===== src/design/lsdn_pkg.sv =====
package lsdn_pkg;

  localparam int unsigned NUM_CH       = 4;
  localparam int unsigned SAMPLE_W     = 12;
  localparam int unsigned SUM_W        = 16;
  localparam int unsigned LEVEL_W      = 12;
  localparam int unsigned TOTAL_W      = LEVEL_W + 2;
  localparam int unsigned CFG_IDX_W    = 2;
  localparam int unsigned CFG_DATA_W   = 12;
  localparam int unsigned ROUNDS_DEF   = 15;

  // Fixed-point shift used for the reciprocal multiply in each lane.
  localparam int unsigned DIV_SHIFT    = 24;

  localparam logic [LEVEL_W-1:0] DAY_CUTOFF_RST      = 12'd100;
  localparam logic [LEVEL_W-1:0] INVERTED_CUTOFF_RST = 12'd3000;

  typedef enum logic [CFG_IDX_W-1:0] {
    CFG_DAY_CUTOFF      = 2'd0,
    CFG_INVERTED_CUTOFF = 2'd1,
    CFG_INVERT_ENABLE   = 2'd2
  } cfg_idx_e;

  typedef enum logic [1:0] {
    MODE_DAY     = 2'd0,
    MODE_NIGHT   = 2'd1,
    MODE_UNKNOWN = 2'd2
  } mode_e;

  typedef struct packed {
    logic [LEVEL_W-1:0] day_cutoff;
    logic [LEVEL_W-1:0] inverted_cutoff;
    logic               invert_enable;
  } cfg_t;

  typedef struct packed {
    logic acc;        // an item is accepted this cycle
    logic last;       // the accepted item closes the window
    logic load_quot;  // the quotient stage takes a finished sum
  } lane_ctrl_t;

endpackage


===== src/design/lsdn_if.sv =====
interface lsdn_in_if;
  logic                             valid;
  logic                             ready;
  logic [lsdn_pkg::SAMPLE_W-1:0]    channel_a;
  logic [lsdn_pkg::SAMPLE_W-1:0]    channel_b;
  logic [lsdn_pkg::SAMPLE_W-1:0]    channel_c;
  logic [lsdn_pkg::SAMPLE_W-1:0]    channel_d;

  modport source (output valid, channel_a, channel_b, channel_c, channel_d, input ready);
  modport sink   (input valid, channel_a, channel_b, channel_c, channel_d, output ready);
endinterface

interface lsdn_out_if;
  logic                            valid;
  logic                            ready;
  logic [lsdn_pkg::LEVEL_W-1:0]    light_level;
  logic                            night_mode;
  logic                            mode_switched;

  modport source (output valid, light_level, night_mode, mode_switched, input ready);
  modport sink   (input valid, light_level, night_mode, mode_switched, output ready);
endinterface

interface lsdn_cfg_if;
  logic                              valid;
  logic                              ready;
  logic [lsdn_pkg::CFG_IDX_W-1:0]    index;
  logic [lsdn_pkg::CFG_DATA_W-1:0]   data;

  modport source (output valid, index, data, input ready);
  modport sink   (input valid, index, data, output ready);
endinterface


===== src/design/lsdn_lane.sv =====
module lsdn_lane #(
  parameter int unsigned ROUNDS = lsdn_pkg::ROUNDS_DEF
) (
  input  logic                          clk_i,
  input  logic                          rst_ni,
  input  lsdn_pkg::lane_ctrl_t          ctrl_i,
  input  logic [lsdn_pkg::SAMPLE_W-1:0] sample_i,
  output logic [lsdn_pkg::LEVEL_W-1:0]  quot_o
);

  localparam int unsigned SUM_W   = lsdn_pkg::SUM_W;
  localparam int unsigned RECIP_W = lsdn_pkg::DIV_SHIFT + 1;
  localparam int unsigned PROD_W  = SUM_W + RECIP_W;
  // Rounded-up reciprocal; exact for every sum a window can produce.
  localparam logic [RECIP_W-1:0] RECIP =
    RECIP_W'((2 ** lsdn_pkg::DIV_SHIFT + ROUNDS - 1) / ROUNDS);

  logic [SUM_W-1:0]            sum_q, sum_d;
  logic [SUM_W-1:0]            fin_q;
  logic [lsdn_pkg::LEVEL_W-1:0] quot_q;
  logic [PROD_W-1:0]           prod;

  assign sum_d = sum_q + SUM_W'(sample_i);
  assign prod  = PROD_W'(fin_q) * PROD_W'(RECIP);

  always_ff @(posedge clk_i or negedge rst_ni) begin
    if (!rst_ni) begin
      sum_q <= '0;
    end else if (ctrl_i.acc) begin
      sum_q <= ctrl_i.last ? '0 : sum_d;
    end
  end

  always_ff @(posedge clk_i) begin
    if (ctrl_i.acc && ctrl_i.last) begin
      fin_q <= sum_d;
    end
    if (ctrl_i.load_quot) begin
      quot_q <= prod[lsdn_pkg::DIV_SHIFT +: lsdn_pkg::LEVEL_W];
    end
  end

  assign quot_o = quot_q;

endmodule


===== src/design/lsdn_merge.sv =====
module lsdn_merge (
  input  logic                         clk_i,
  input  logic                         rst_ni,
  input  logic                         adv_i,
  input  logic                         valid_i,
  input  lsdn_pkg::cfg_t               cfg_i,
  input  logic [lsdn_pkg::LEVEL_W-1:0] quot_i [lsdn_pkg::NUM_CH],
  output logic                         valid_o,
  output logic [lsdn_pkg::LEVEL_W-1:0] level_o,
  output logic                         night_o,
  output logic                         switched_o
);

  localparam int unsigned TOTAL_W = lsdn_pkg::TOTAL_W;

  logic [TOTAL_W-1:0]           total;
  logic [lsdn_pkg::LEVEL_W-1:0] level;
  logic                         day;
  lsdn_pkg::mode_e              decided;
  lsdn_pkg::mode_e              mode_q;
  logic                         valid_q;
  logic [lsdn_pkg::LEVEL_W-1:0] level_q;
  logic                         night_q;
  logic                         switched_q;

  always_comb begin
    total = '0;
    for (int i = 0; i < lsdn_pkg::NUM_CH; i++) begin
      total = total + TOTAL_W'(quot_i[i]);
    end
  end

  assign level   = total[TOTAL_W-1:2];
  assign day     = (cfg_i.invert_enable && (level > cfg_i.inverted_cutoff)) ||
                   (level < cfg_i.day_cutoff);
  assign decided = day ? lsdn_pkg::MODE_DAY : lsdn_pkg::MODE_NIGHT;

  always_ff @(posedge clk_i or negedge rst_ni) begin
    if (!rst_ni) begin
      valid_q <= 1'b0;
      mode_q  <= lsdn_pkg::MODE_UNKNOWN;
    end else if (adv_i) begin
      valid_q <= valid_i;
      if (valid_i) begin
        mode_q <= decided;
      end
    end
  end

  always_ff @(posedge clk_i) begin
    if (adv_i && valid_i) begin
      level_q    <= level;
      night_q    <= (decided == lsdn_pkg::MODE_NIGHT);
      switched_q <= (decided != mode_q);
    end
  end

  assign valid_o    = valid_q;
  assign level_o    = level_q;
  assign night_o    = night_q;
  assign switched_o = switched_q;

endmodule


===== src/design/light_sensor_day_night_select_top.sv =====
// Day/night selector: each item carries one reading of four 12-bit light channels, and after
// every ROUNDS items one result comes out with the window's light level, the chosen mode and
// a flag raised when that mode differs from the previous decision (always on the first
// result after reset). One item is accepted every clock cycle; the only stall is a result
// waiting at the output. Once the item closing its window is accepted, the result moves through
// registers in order: the finished sums in the per-channel accumulator lanes, each lane's
// reciprocal-multiply quotient, then the merging stage that averages and compares, whose
// output is offered. Configuration writes are taken at any time and are meant to change only
// while the block is idle.
module light_sensor_day_night_select_top #(
  parameter int unsigned ROUNDS = lsdn_pkg::ROUNDS_DEF
) (
  input  logic       clk_i,
  input  logic       rst_ni,
  lsdn_in_if.sink    in_i,
  lsdn_cfg_if.sink   cfg_i,
  lsdn_out_if.source out_o
);

  localparam int unsigned CNT_W = $clog2(ROUNDS + 1);

  logic                         adv;
  logic                         acc;
  logic                         last;
  logic [CNT_W-1:0]             cnt_q;
  logic                         v1_q;
  logic                         v2_q;
  lsdn_pkg::lane_ctrl_t         lane_ctrl;
  lsdn_pkg::cfg_t               cfg_q;
  logic [lsdn_pkg::SAMPLE_W-1:0] samples [lsdn_pkg::NUM_CH];
  logic [lsdn_pkg::LEVEL_W-1:0] quots   [lsdn_pkg::NUM_CH];

  // The whole pipeline moves unless a result is held at the output.
  assign adv        = !out_o.valid || out_o.ready;
  assign in_i.ready = adv;
  assign acc        = in_i.valid && adv;
  assign last       = (cnt_q == CNT_W'(ROUNDS - 1));

  assign lane_ctrl.acc       = acc;
  assign lane_ctrl.last      = last;
  assign lane_ctrl.load_quot = adv && v1_q;

  assign samples[0] = in_i.channel_a;
  assign samples[1] = in_i.channel_b;
  assign samples[2] = in_i.channel_c;
  assign samples[3] = in_i.channel_d;

  always_ff @(posedge clk_i or negedge rst_ni) begin
    if (!rst_ni) begin
      cnt_q <= '0;
      v1_q  <= 1'b0;
      v2_q  <= 1'b0;
    end else begin
      if (acc) begin
        cnt_q <= last ? '0 : cnt_q + 1'b1;
      end
      if (adv) begin
        v1_q <= acc && last;
        v2_q <= v1_q;
      end
    end
  end

  assign cfg_i.ready = 1'b1;

  always_ff @(posedge clk_i or negedge rst_ni) begin
    if (!rst_ni) begin
      cfg_q.day_cutoff      <= lsdn_pkg::DAY_CUTOFF_RST;
      cfg_q.inverted_cutoff <= lsdn_pkg::INVERTED_CUTOFF_RST;
      cfg_q.invert_enable   <= 1'b0;
    end else if (cfg_i.valid) begin
      unique case (cfg_i.index)
        lsdn_pkg::CFG_DAY_CUTOFF:      cfg_q.day_cutoff      <= cfg_i.data;
        lsdn_pkg::CFG_INVERTED_CUTOFF: cfg_q.inverted_cutoff <= cfg_i.data;
        lsdn_pkg::CFG_INVERT_ENABLE:   cfg_q.invert_enable   <= cfg_i.data[0];
        default: ;
      endcase
    end
  end

  for (genvar g = 0; g < lsdn_pkg::NUM_CH; g++) begin : g_lane
    lsdn_lane #(
      .ROUNDS(ROUNDS)
    ) u_lane (
      .clk_i   (clk_i),
      .rst_ni  (rst_ni),
      .ctrl_i  (lane_ctrl),
      .sample_i(samples[g]),
      .quot_o  (quots[g])
    );
  end

  lsdn_merge u_merge (
    .clk_i     (clk_i),
    .rst_ni    (rst_ni),
    .adv_i     (adv),
    .valid_i   (v2_q),
    .cfg_i     (cfg_q),
    .quot_i    (quots),
    .valid_o   (out_o.valid),
    .level_o   (out_o.light_level),
    .night_o   (out_o.night_mode),
    .switched_o(out_o.mode_switched)
  );

`ifndef SYNTHESIS
  a_cnt_bound: assert property (@(posedge clk_i) disable iff (!rst_ni)
    cnt_q < CNT_W'(ROUNDS))
    else $error("window counter ran past the window length");

  a_window_close: assert property (@(posedge clk_i) disable iff (!rst_ni)
    (acc && last) |=> (v1_q && (cnt_q == '0)))
    else $error("closing item did not start the divide stage and restart the count");

  a_merge_result: assert property (@(posedge clk_i) disable iff (!rst_ni)
    (adv && v2_q) |=> out_o.valid)
    else $error("merged result did not reach the output");
`endif

endmodule

===== src/flat_wrapper.sv =====
// flat-port wrapper written by rule: the top's interface ports become plain ports
module light_sensor_day_night_select_top_flat 
#(
  parameter int unsigned ROUNDS = lsdn_pkg::ROUNDS_DEF
)
  (clk_i, rst_ni, in_i_valid, in_i_channel_a, in_i_channel_b, in_i_channel_c, in_i_channel_d, in_i_ready, cfg_i_valid, cfg_i_index, cfg_i_data, cfg_i_ready, out_o_valid, out_o_light_level, out_o_night_mode, out_o_mode_switched, out_o_ready);
  lsdn_in_if in_i_i ();
  lsdn_cfg_if cfg_i_i ();
  lsdn_out_if out_o_i ();
  input  logic clk_i;
  input  logic rst_ni;
  input wire logic [$bits(in_i_i.valid)-1:0] in_i_valid;
  input wire logic [$bits(in_i_i.channel_a)-1:0] in_i_channel_a;
  input wire logic [$bits(in_i_i.channel_b)-1:0] in_i_channel_b;
  input wire logic [$bits(in_i_i.channel_c)-1:0] in_i_channel_c;
  input wire logic [$bits(in_i_i.channel_d)-1:0] in_i_channel_d;
  output wire logic [$bits(in_i_i.ready)-1:0] in_i_ready;
  input wire logic [$bits(cfg_i_i.valid)-1:0] cfg_i_valid;
  input wire logic [$bits(cfg_i_i.index)-1:0] cfg_i_index;
  input wire logic [$bits(cfg_i_i.data)-1:0] cfg_i_data;
  output wire logic [$bits(cfg_i_i.ready)-1:0] cfg_i_ready;
  output wire logic [$bits(out_o_i.valid)-1:0] out_o_valid;
  output wire logic [$bits(out_o_i.light_level)-1:0] out_o_light_level;
  output wire logic [$bits(out_o_i.night_mode)-1:0] out_o_night_mode;
  output wire logic [$bits(out_o_i.mode_switched)-1:0] out_o_mode_switched;
  input wire logic [$bits(out_o_i.ready)-1:0] out_o_ready;
  assign in_i_i.valid = in_i_valid;
  assign in_i_i.channel_a = in_i_channel_a;
  assign in_i_i.channel_b = in_i_channel_b;
  assign in_i_i.channel_c = in_i_channel_c;
  assign in_i_i.channel_d = in_i_channel_d;
  assign in_i_ready = in_i_i.ready;
  assign cfg_i_i.valid = cfg_i_valid;
  assign cfg_i_i.index = cfg_i_index;
  assign cfg_i_i.data = cfg_i_data;
  assign cfg_i_ready = cfg_i_i.ready;
  assign out_o_valid = out_o_i.valid;
  assign out_o_light_level = out_o_i.light_level;
  assign out_o_night_mode = out_o_i.night_mode;
  assign out_o_mode_switched = out_o_i.mode_switched;
  assign out_o_i.ready = out_o_ready;
  light_sensor_day_night_select_top #(.ROUNDS(ROUNDS)) u_core (.clk_i(clk_i), .rst_ni(rst_ni), .in_i(in_i_i), .cfg_i(cfg_i_i), .out_o(out_o_i));
endmodule

===== config.mk =====
export PLATFORM = sky130hd
export DESIGN_NAME = light_sensor_day_night_select_top_flat
export DESIGN_NICKNAME = d
export VERILOG_FILES = /design/src/design/lsdn_pkg.sv /design/src/design/lsdn_if.sv /design/src/design/lsdn_lane.sv /design/src/design/lsdn_merge.sv /design/src/design/light_sensor_day_night_select_top.sv /design/src/flat_wrapper.sv
export SDC_FILE = /design/constraint.sdc
export NUM_CORES = 1
export LEC_CHECK = 0
export BUFFER_PORTS_ARGS = -buffer_cell sky130_fd_sc_hd__buf_2
export CAP_MARGIN = 10
export CORE_MARGIN = 4
export CORE_UTILIZATION = 58
export DETAILED_ROUTE_END_ITERATION = 8
export PLACE_DENSITY = 0.81
export SYNTH_ARGS = -nofsm -noshare
export SYNTH_HDL_FRONTEND = slang
export SYNTH_HIERARCHICAL = 1
export SYNTH_SLANG_ARGS = --single-unit

===== constraint.sdc =====
create_clock -name clk_i -period 4.7 [get_ports clk_i]
set_clock_uncertainty 0.1 [all_clocks]
set_input_delay 0.47 -clock clk_i [delete_from_list [all_inputs] [get_ports clk_i]]
set_output_delay 0.47 -clock clk_i [all_outputs]
set_load 0.02 [all_outputs]

==> results.json, run 1 <==
{
  "status": "complete, but fails checks",
  "violations": "negative setup slack",
  "via_per_inst": 5.81,
  "max_freq_mhz": 207,
  "hp-class": "in -> reg",
  "power.internal_mw": 7.11,
  "grt_max_degree": 54,
  "ys_types": 96,
  "layout.cells.non_filler": 2887,
  "syn-num-nets": 2842,
  "start_util_pct": 58.8,
  "regToRegSetupSlack_ps": -140,
  "yosysSeqAreaShare_pct": 27.4,
  "async_flop_share_pct": 43.8,
  "cts_root_buffer": "clkbuf_16",
  "min_path_cells": 2,
  "clkPwrFrac_pct": 17.3,
  "track_usage_pct": 23.6,
  "final_cell_mix": "ha_1 (429), inv_1 (370), fa_1 (129)",
  "power_density_nw_per_um2": 458,
  "worst_pin_slew_ps": 797,
  "ys.flop_type": "edfxtp_1",
  "pin_count": 84,
  "hpwl_um": 38500,
  "clk_pin_slew_ps": 60,
  "worstPathRequired_ps": 4900,
  "core_area_um2": 38700,
  "cts_tree": "built",
  "crit_type": "reg -> reg",
  "postRouteWirelength_um": 52600,
  "yosys_warnings": 6,
  "antenna_found_initial": 1,
  "post-route-util_pct": 67.9,
  "fin_nets": 3026,
  "switchingPower_mw": 4.93,
  "synth.avg_cell_area_um2": 10.5,
  "antenna_left": 0,
  "htreeDepth": 1,
  "die-area_um2": 42500,
  "postSynthCellCount": 2165,
  "die_w_um": 206,
  "avgRoutedWirePerCell_um": 18.2,
  "synth_edf_count": 126,
  "rsz0062_at_grt": "true",
  "p_total_mw": 12.0,
  "fp-row-count": 72,
  "crit_end": "u_core/g_lane[2].u_lane/quot_o[10]",
  "p_comb_share_pct": 57.6,
  "startpoint_type": "flop",
  "regToRegStartpoint": "u_core/g_lane[2].u_lane/fin_q[15]",
  "setup_viol": 10,
  "via_count": 16800,
  "crit_arrival_ps": 5040,
  "clock_sinks": 224,
  "drt_iter0_markers": 1005,
  "r2r_cells": 16,
  "drc": 0,
  "hold_viol_final": 0,
  "critPathMaxFanout": 5,
  "setup_slack_ps": -141,
  "placed_cells": 2795,
  "final_common_cell": "ha_1",
  "syn-cell-area_um2": 22800,
  "timing.setup.tns_ps": -669,
  "io_buffers": 82,
  "p_leak_nw": 12.8,
  "post-route-min-period_ps": 4840,
  "finalMaxSlewViolations": 0,
  "routabilityCongestion": 0.922,
  "grt.overflow.total": 0,
  "cp-end-kind": "flop",
  "max_slew_margin_pct": 46.9,
  "dp_worst_setup_slack_ps": -235,
  "grt_pass1_vias": 17400,
  "drive_gt1_share_pct": 19.6,
  "synth-seq-cells": 224,
  "clockBufferDepth": 3,
  "ir_drop_uv": 305,
  "numCtsBuffers": 27,
  "reg2reg_to": "u_core/g_lane[2].u_lane/quot_o[10]",
  "fin_crit_sh_pct": 103,
  "maxCapViolCount": 0,
  "startpoint": "u_core/g_lane[2].u_lane/fin_q[15]",
  "switching_share_pct": 40.9,
  "power_frac_seq_pct": 25.1,
  "syn2layout_area_growth_pct": 15.5,
  "grt_pass1_wl_um": 83200,
  "dr.pass1.iters": 5,
  "diodes": 0,
  "clk-insertion-delay-late_ps": 560,
  "die_h_um": 206
}
==> metal layers <==
metal  GRT usage [%]  routed length [um]  share of wire, %  up-vias
met1            30.2               21800                41     8161
met4            6.68                1780               3.4        0
met3            2.73                2370               4.5      151
li1                -                   -                 -     7941
met5               0                   0                 0        -
met2            42.4               26600                51      507
==> how the worst min path moves through the flow <==
stage / startpoint / endpoint
6_report: cfg_i_data[4] / u_core/cfg_q[17]
3_3_place_gp: u_core/v2_q / u_core/v2_q
3_5_place_dp: u_core/v2_q / u_core/v2_q
4_1_cts: cfg_i_data[4] / u_core/cfg_q[17]
2_1_floorplan: rst_ni / u_core/cfg_q[0]
5_1_grt: cfg_i_data[4] / u_core/cfg_q[17]
==> registers in the layout, summed over array words and instances (netlist names) <==
signal	cells
u_core/g_lane.u_lane/fin_q	64
u_core/g_lane.u_lane/sum_q	64
u_core/g_lane.u_lane/quot_o	48
u_core/cfg_q	25
u_core/u_merge/level_o	12
u_core/cnt_q	4
u_core/u_merge/mode_q	2
u_core/u_merge/night_o	1
u_core/u_merge/switched_o	1
u_core/u_merge/valid_o	1
u_core/v1_q	1
u_core/v2_q	1
==> area by class of cell <==
cell class / instances / area [um2]
clock buffer: 34 / 712
clock inverter: 15 / 159
fill: 2683 / 12400
inverter: 384 / 1440
multi-input combinational: 1531 / 15900
sequential: 224 / 6250
tap: 518 / 648
timing repair buffer: 181 / 1200
==> what timing repair did <==
action,in CTS,in global routing
hold endpoints to repair,40,0
resized for setup,49,123
endpoints found under the setup margin,32,43
hold buffers,1,0
pin swaps,49,90
setup buffers,17,24
==> Yosys cell counts (all sizes together), types with 11 or more instances <==
| library cell | instances | area, um2 |
|---|---|---|
| and3 | 12 | 76.3 |
| nand2 | 78 | 293 |
| o21bai | 12 | 90.1 |
| fa | 144 | 2880 |
| ha | 466 | 5830 |
| a21o | 44 | 333 |
| o21ai | 62 | 322 |
| xnor2 | 64 | 561 |
| nand2b | 24 | 150 |
| edfxtp | 126 | 3780 |
| nor2b | 39 | 251 |
| a211oi | 11 | 87.6 |
| nand4 | 19 | 119 |
| nor2 | 97 | 372 |
| dfrtp | 87 | 2180 |
| a31o | 30 | 272 |
| a22o | 11 | 96.3 |
| mux2 | 28 | 315 |
| nand3 | 29 | 145 |
| xor2 | 40 | 350 |
| inv | 384 | 1440 |
| o21a | 25 | 188 |
| and2 | 14 | 90.1 |
| clkbuf | 16 | 60.1 |
| dfstp | 11 | 289 |
| a21oi | 84 | 435 |
| nand3b | 12 | 103 |
| o211ai | 20 | 150 |
| nor3 | 31 | 171 |
==> stage by stage <==
step,cell area (um2),hold WS (ps)
3_3_place_gp,24200,359
2_1_floorplan,22800,74.4
6_report,26300,63.8
5_1_grt,26300,61.7
3_5_place_dp,24200,379
4_1_cts,25400,40.8
==> worst max-delay path: stages, from the launching register on <==
cell and delay (ps):
edfxtp_1 470, buf_6 170, ha_4 150, fa_1 550
inv_2 50, fa_2 490, fa_1 580, inv_1 80
ha_1 300, ha_2 190, a21o_1 210, o21bai_4 180
a221oi_2 270, o21bai_1 140, a41oi_4 310, nor3_2 80
a311o_1 270
==> power groups by stage <==
stage / sequential [mW] / clock [mW] / combinational, mW
after detailed placement: 3.04 / 0 / 6.03
after floorplan: 2.96 / 0 / 4.64
after CTS: 3.01 / 2.13 / 6.23
after global routing: 3.07 / 2.21 / 7.69
after global placement: 3.03 / 0 / 5.72
final: 3.02 / 2.09 / 6.93
==> kinds of logic (layout without fill, tap and decap cells) <==
family                     Yosys count  in the layout  synth area share (%)
buffers and inverters              410            614                  6.86
AOI/OAI and AO/OA                  396            396                  12.8
muxes                               30             30                  1.47
and+or+nand+nor                    390            390                  9.17
adders and majority gates          610            610                  38.2
other                                1              1                0.0165
DFF                                224            224                  27.4
xor gates and xnor gates           104            104                  4.00
Note: power is estimated with default switching activity, not from simulation.
==> inputs of run 2 (changes only) <==
Settings changed: ABC_AREA set to 1, CELL_PAD_IN_SITES_DETAIL_PLACEMENT set to 1, CELL_PAD_IN_SITES_GLOBAL_PLACEMENT set to 2, CORE_UTILIZATION 58 to 35, PLACE_DENSITY 0.81 to 0.83.
==> results.json, run 2 <==
{
  "htreeDepth": 2,
  "start_util_pct": 35.3,
  "clockBufferDepth": 3,
  "rsz0062_at_grt": "false",
  "routabilityCongestion": 0.837,
  "worstPathRequired_ps": 4890,
  "antenna_found_initial": 1,
  "via_per_inst": 4.57,
  "timing.setup.tns_ps": 0,
  "post-route-min-period_ps": 4490,
  "die-area_um2": 82400,
  "grt_max_degree": 39,
  "yosysSeqAreaShare_pct": 22.9,
  "hpwl_um": 64600,
  "critPathMaxFanout": 3,
  "crit_arrival_ps": 4680,
  "max_slew_margin_pct": 41.4,
  "synth_commonest_cells": "nand2_1 (1,227), inv_1 (819), ha_1 (466), nor2_1 (198), fa_1 (144)",
  "fillers": 9823,
  "synth_edf_count": 126,
  "finalMaxSlewViolations": 0,
  "final_cell_mix": "nand2_1 (1,227), inv_1 (818), ha_1 (466)",
  "clk-insertion-delay-late_ps": 540,
  "crit_type": "reg -> reg",
  "via_count": 22300,
  "max_freq_mhz": 223,
  "postSynthCellCount": 3700,
  "antenna_left": 0,
  "layout.cells.non_filler": 4884,
  "post-route-util_pct": 39.1,
  "regToRegSetupSlack_ps": 210,
  "wl_met1_um": 35800,
  "cp-end-kind": "flop",
  "track_usage_pct": 18.6,
  "worst_pin_slew_ps": 878,
  "pin_count": 84,
  "hold_slack_ps": 94.4,
  "placed_cells": 4818,
  "grt_pass1_vias": 24100,
  "syn-num-nets": 4377,
  "syn-cell-area_um2": 27300,
  "grt_pass1_wl_um": 124000,
  "avgRoutedWirePerCell_um": 15.2,
  "setup_slack_ps": 212,
  "yosys.area.top_type": "ha_1",
  "startpoint_type": "flop",
  "hp-class": "in -> reg",
  "power_density_nw_per_um2": 503,
  "wl_met2_um": 35400,
  "highest_layer": "met5",
  "io_buffers": 82,
  "die_h_um": 287,
  "wl_met3_um": 1720,
  "synth_top_area_share_pct": 21.4,
  "status": "finished clean",
  "syn2layout_area_growth_pct": 10.9,
  "ys_types": 44,
  "drive_gt1_share_pct": 8.27,
  "final_area_um2": 30200,
  "cts_tree": "built",
  "synthTopCellsByArea": "ha_1 (21%), nand2_1 (17%), edfxtp_1 (14%), inv_1 (11%), fa_1 (11%)",
  "die_w_um": 287,
  "synth.avg_cell_area_um2": 7.37,
  "dr.pass1.iters": 5,
  "fin_nets": 4495,
  "hold_viol_final": 0,
  "postRouteWirelength_um": 74200,
  "drt_iter0_markers": 681,
  "numCtsBuffers": 34,
  "setup_viol": 0,
  "clock_sinks": 224,
  "diodes": 0,
  "yosys_warnings": 6,
  "fp-row-count": 102,
  "core_area_um2": 77300,
  "drc": 0,
  "p_total_mw": 15.2,
  "final_common_cell": "nand2_1",
  "dp_worst_setup_slack_ps": 179,
  "p_leak_nw": 17.3,
  "ir_drop_uv": 353,
  "synth-seq-cells": 224,
  "place_area_um2": 29000,
  "yosysMostFrequentCell": "nand2_1",
  "grt.overflow.total": 0,
  "clk_pin_slew_ps": 60,
  "async_flop_share_pct": 43.8,
  "ys.flop_type": "edfxtp_1",
  "fin_crit_sh_pct": 95.5,
  "maxCapViolCount": 0,
  "cts_root_buffer": "clkbuf_16"
}
## run 2: changes by cell type after synthesis, sizes merged, moves of 28 or more
| cell | delta |
|---|---|
| a31o | -30 |
| nor2 | +135 |
| nand2 | +1189 |
| a21o | -41 |
| xnor2 | -46 |
| inv | +467 |
| and2 | +31 |
| mux2 | -28 |
| nor2b | -39 |
| nand3 | +115 |
## run 2: cell type report
class                      instances  area [um2]  share of cell area (%)
inverter                         853        3200                    10.6
clock inverter                    11         193                   0.637
multi-input combinational       2610       17700                    58.6
tap                             1040        1300                    4.30
sequential                       224        6250                    20.7
timing repair buffer              95         513                    1.70
clock buffer                      51        1050                    3.47
## run 2: kinds of logic (layout without fill, tap and decap cells)
logic type      after synthesis  after routing  synth area share (%)
buf+inv                     866           1010                  12.1
xor+xnor                     45             45                  1.58
simple gates               1768           1768                  27.3
flops                       224            224                  22.9
other cells                   1              1                0.0138
fa+ha+maj                   610            610                  32.0
compound gates              186            186                  4.19
## run 2: metal layers
metal  track usage, %  up-vias
met1             25.0    10500
li1                 -    11600
met3             1.93       63
met2             32.5      176
met4             3.51        2
met5                0        -
## run 2: what timing repair did
item | in CTS | in global routing
resized for setup | 0 | 2
hold buffers | 1 | 0
endpoints found under the hold margin | 23 | 0
endpoints found under the setup margin | 0 | 4
setup buffers | 0 | 3
## run 2: final timing paths
path / end / depth (start not counted) / from
min reg2reg: u_core/u_merge/mode_q[1] / 2 / u_core/u_merge/mode_q[1]
max: u_core/g_lane[0].u_lane/quot_o[10] / 17 / u_core/g_lane[0].u_lane/fin_q[15]
min in group asynchronous: u_core/v1_q / 2 / rst_ni
min: u_core/cfg_q[4] / 3 / cfg_i_data[3]
max in group asynchronous: u_core/g_lane[3].u_lane/sum_q[3] / 3 / rst_ni
max reg2reg: u_core/g_lane[0].u_lane/quot_o[10] / 17 / u_core/g_lane[0].u_lane/fin_q[15]
## run 2: power by group
part	internal [mW]	total (mW)	leakage, nW	switching [mW]
Clock	1.83	2.81	0.604	0.988
Combinational	3.32	9.34	14.4	6.02
Sequential	2.76	3.05	2.33	0.295
## run 2: worst max-delay path, stage by stage (launching register included)
cell and delay, ps:
edfxtp_1 430, ha_1 320, fa_1 540, inv_1 60
fa_1 500, inv_1 60, fa_1 410, fa_1 450
ha_1 330, nand2_1 100, inv_2 60, nand2_1 140
nor2_2 220, nand2_1 80, nand3_1 160, nand2_1 110
nand3_1 100, nand2_1 60
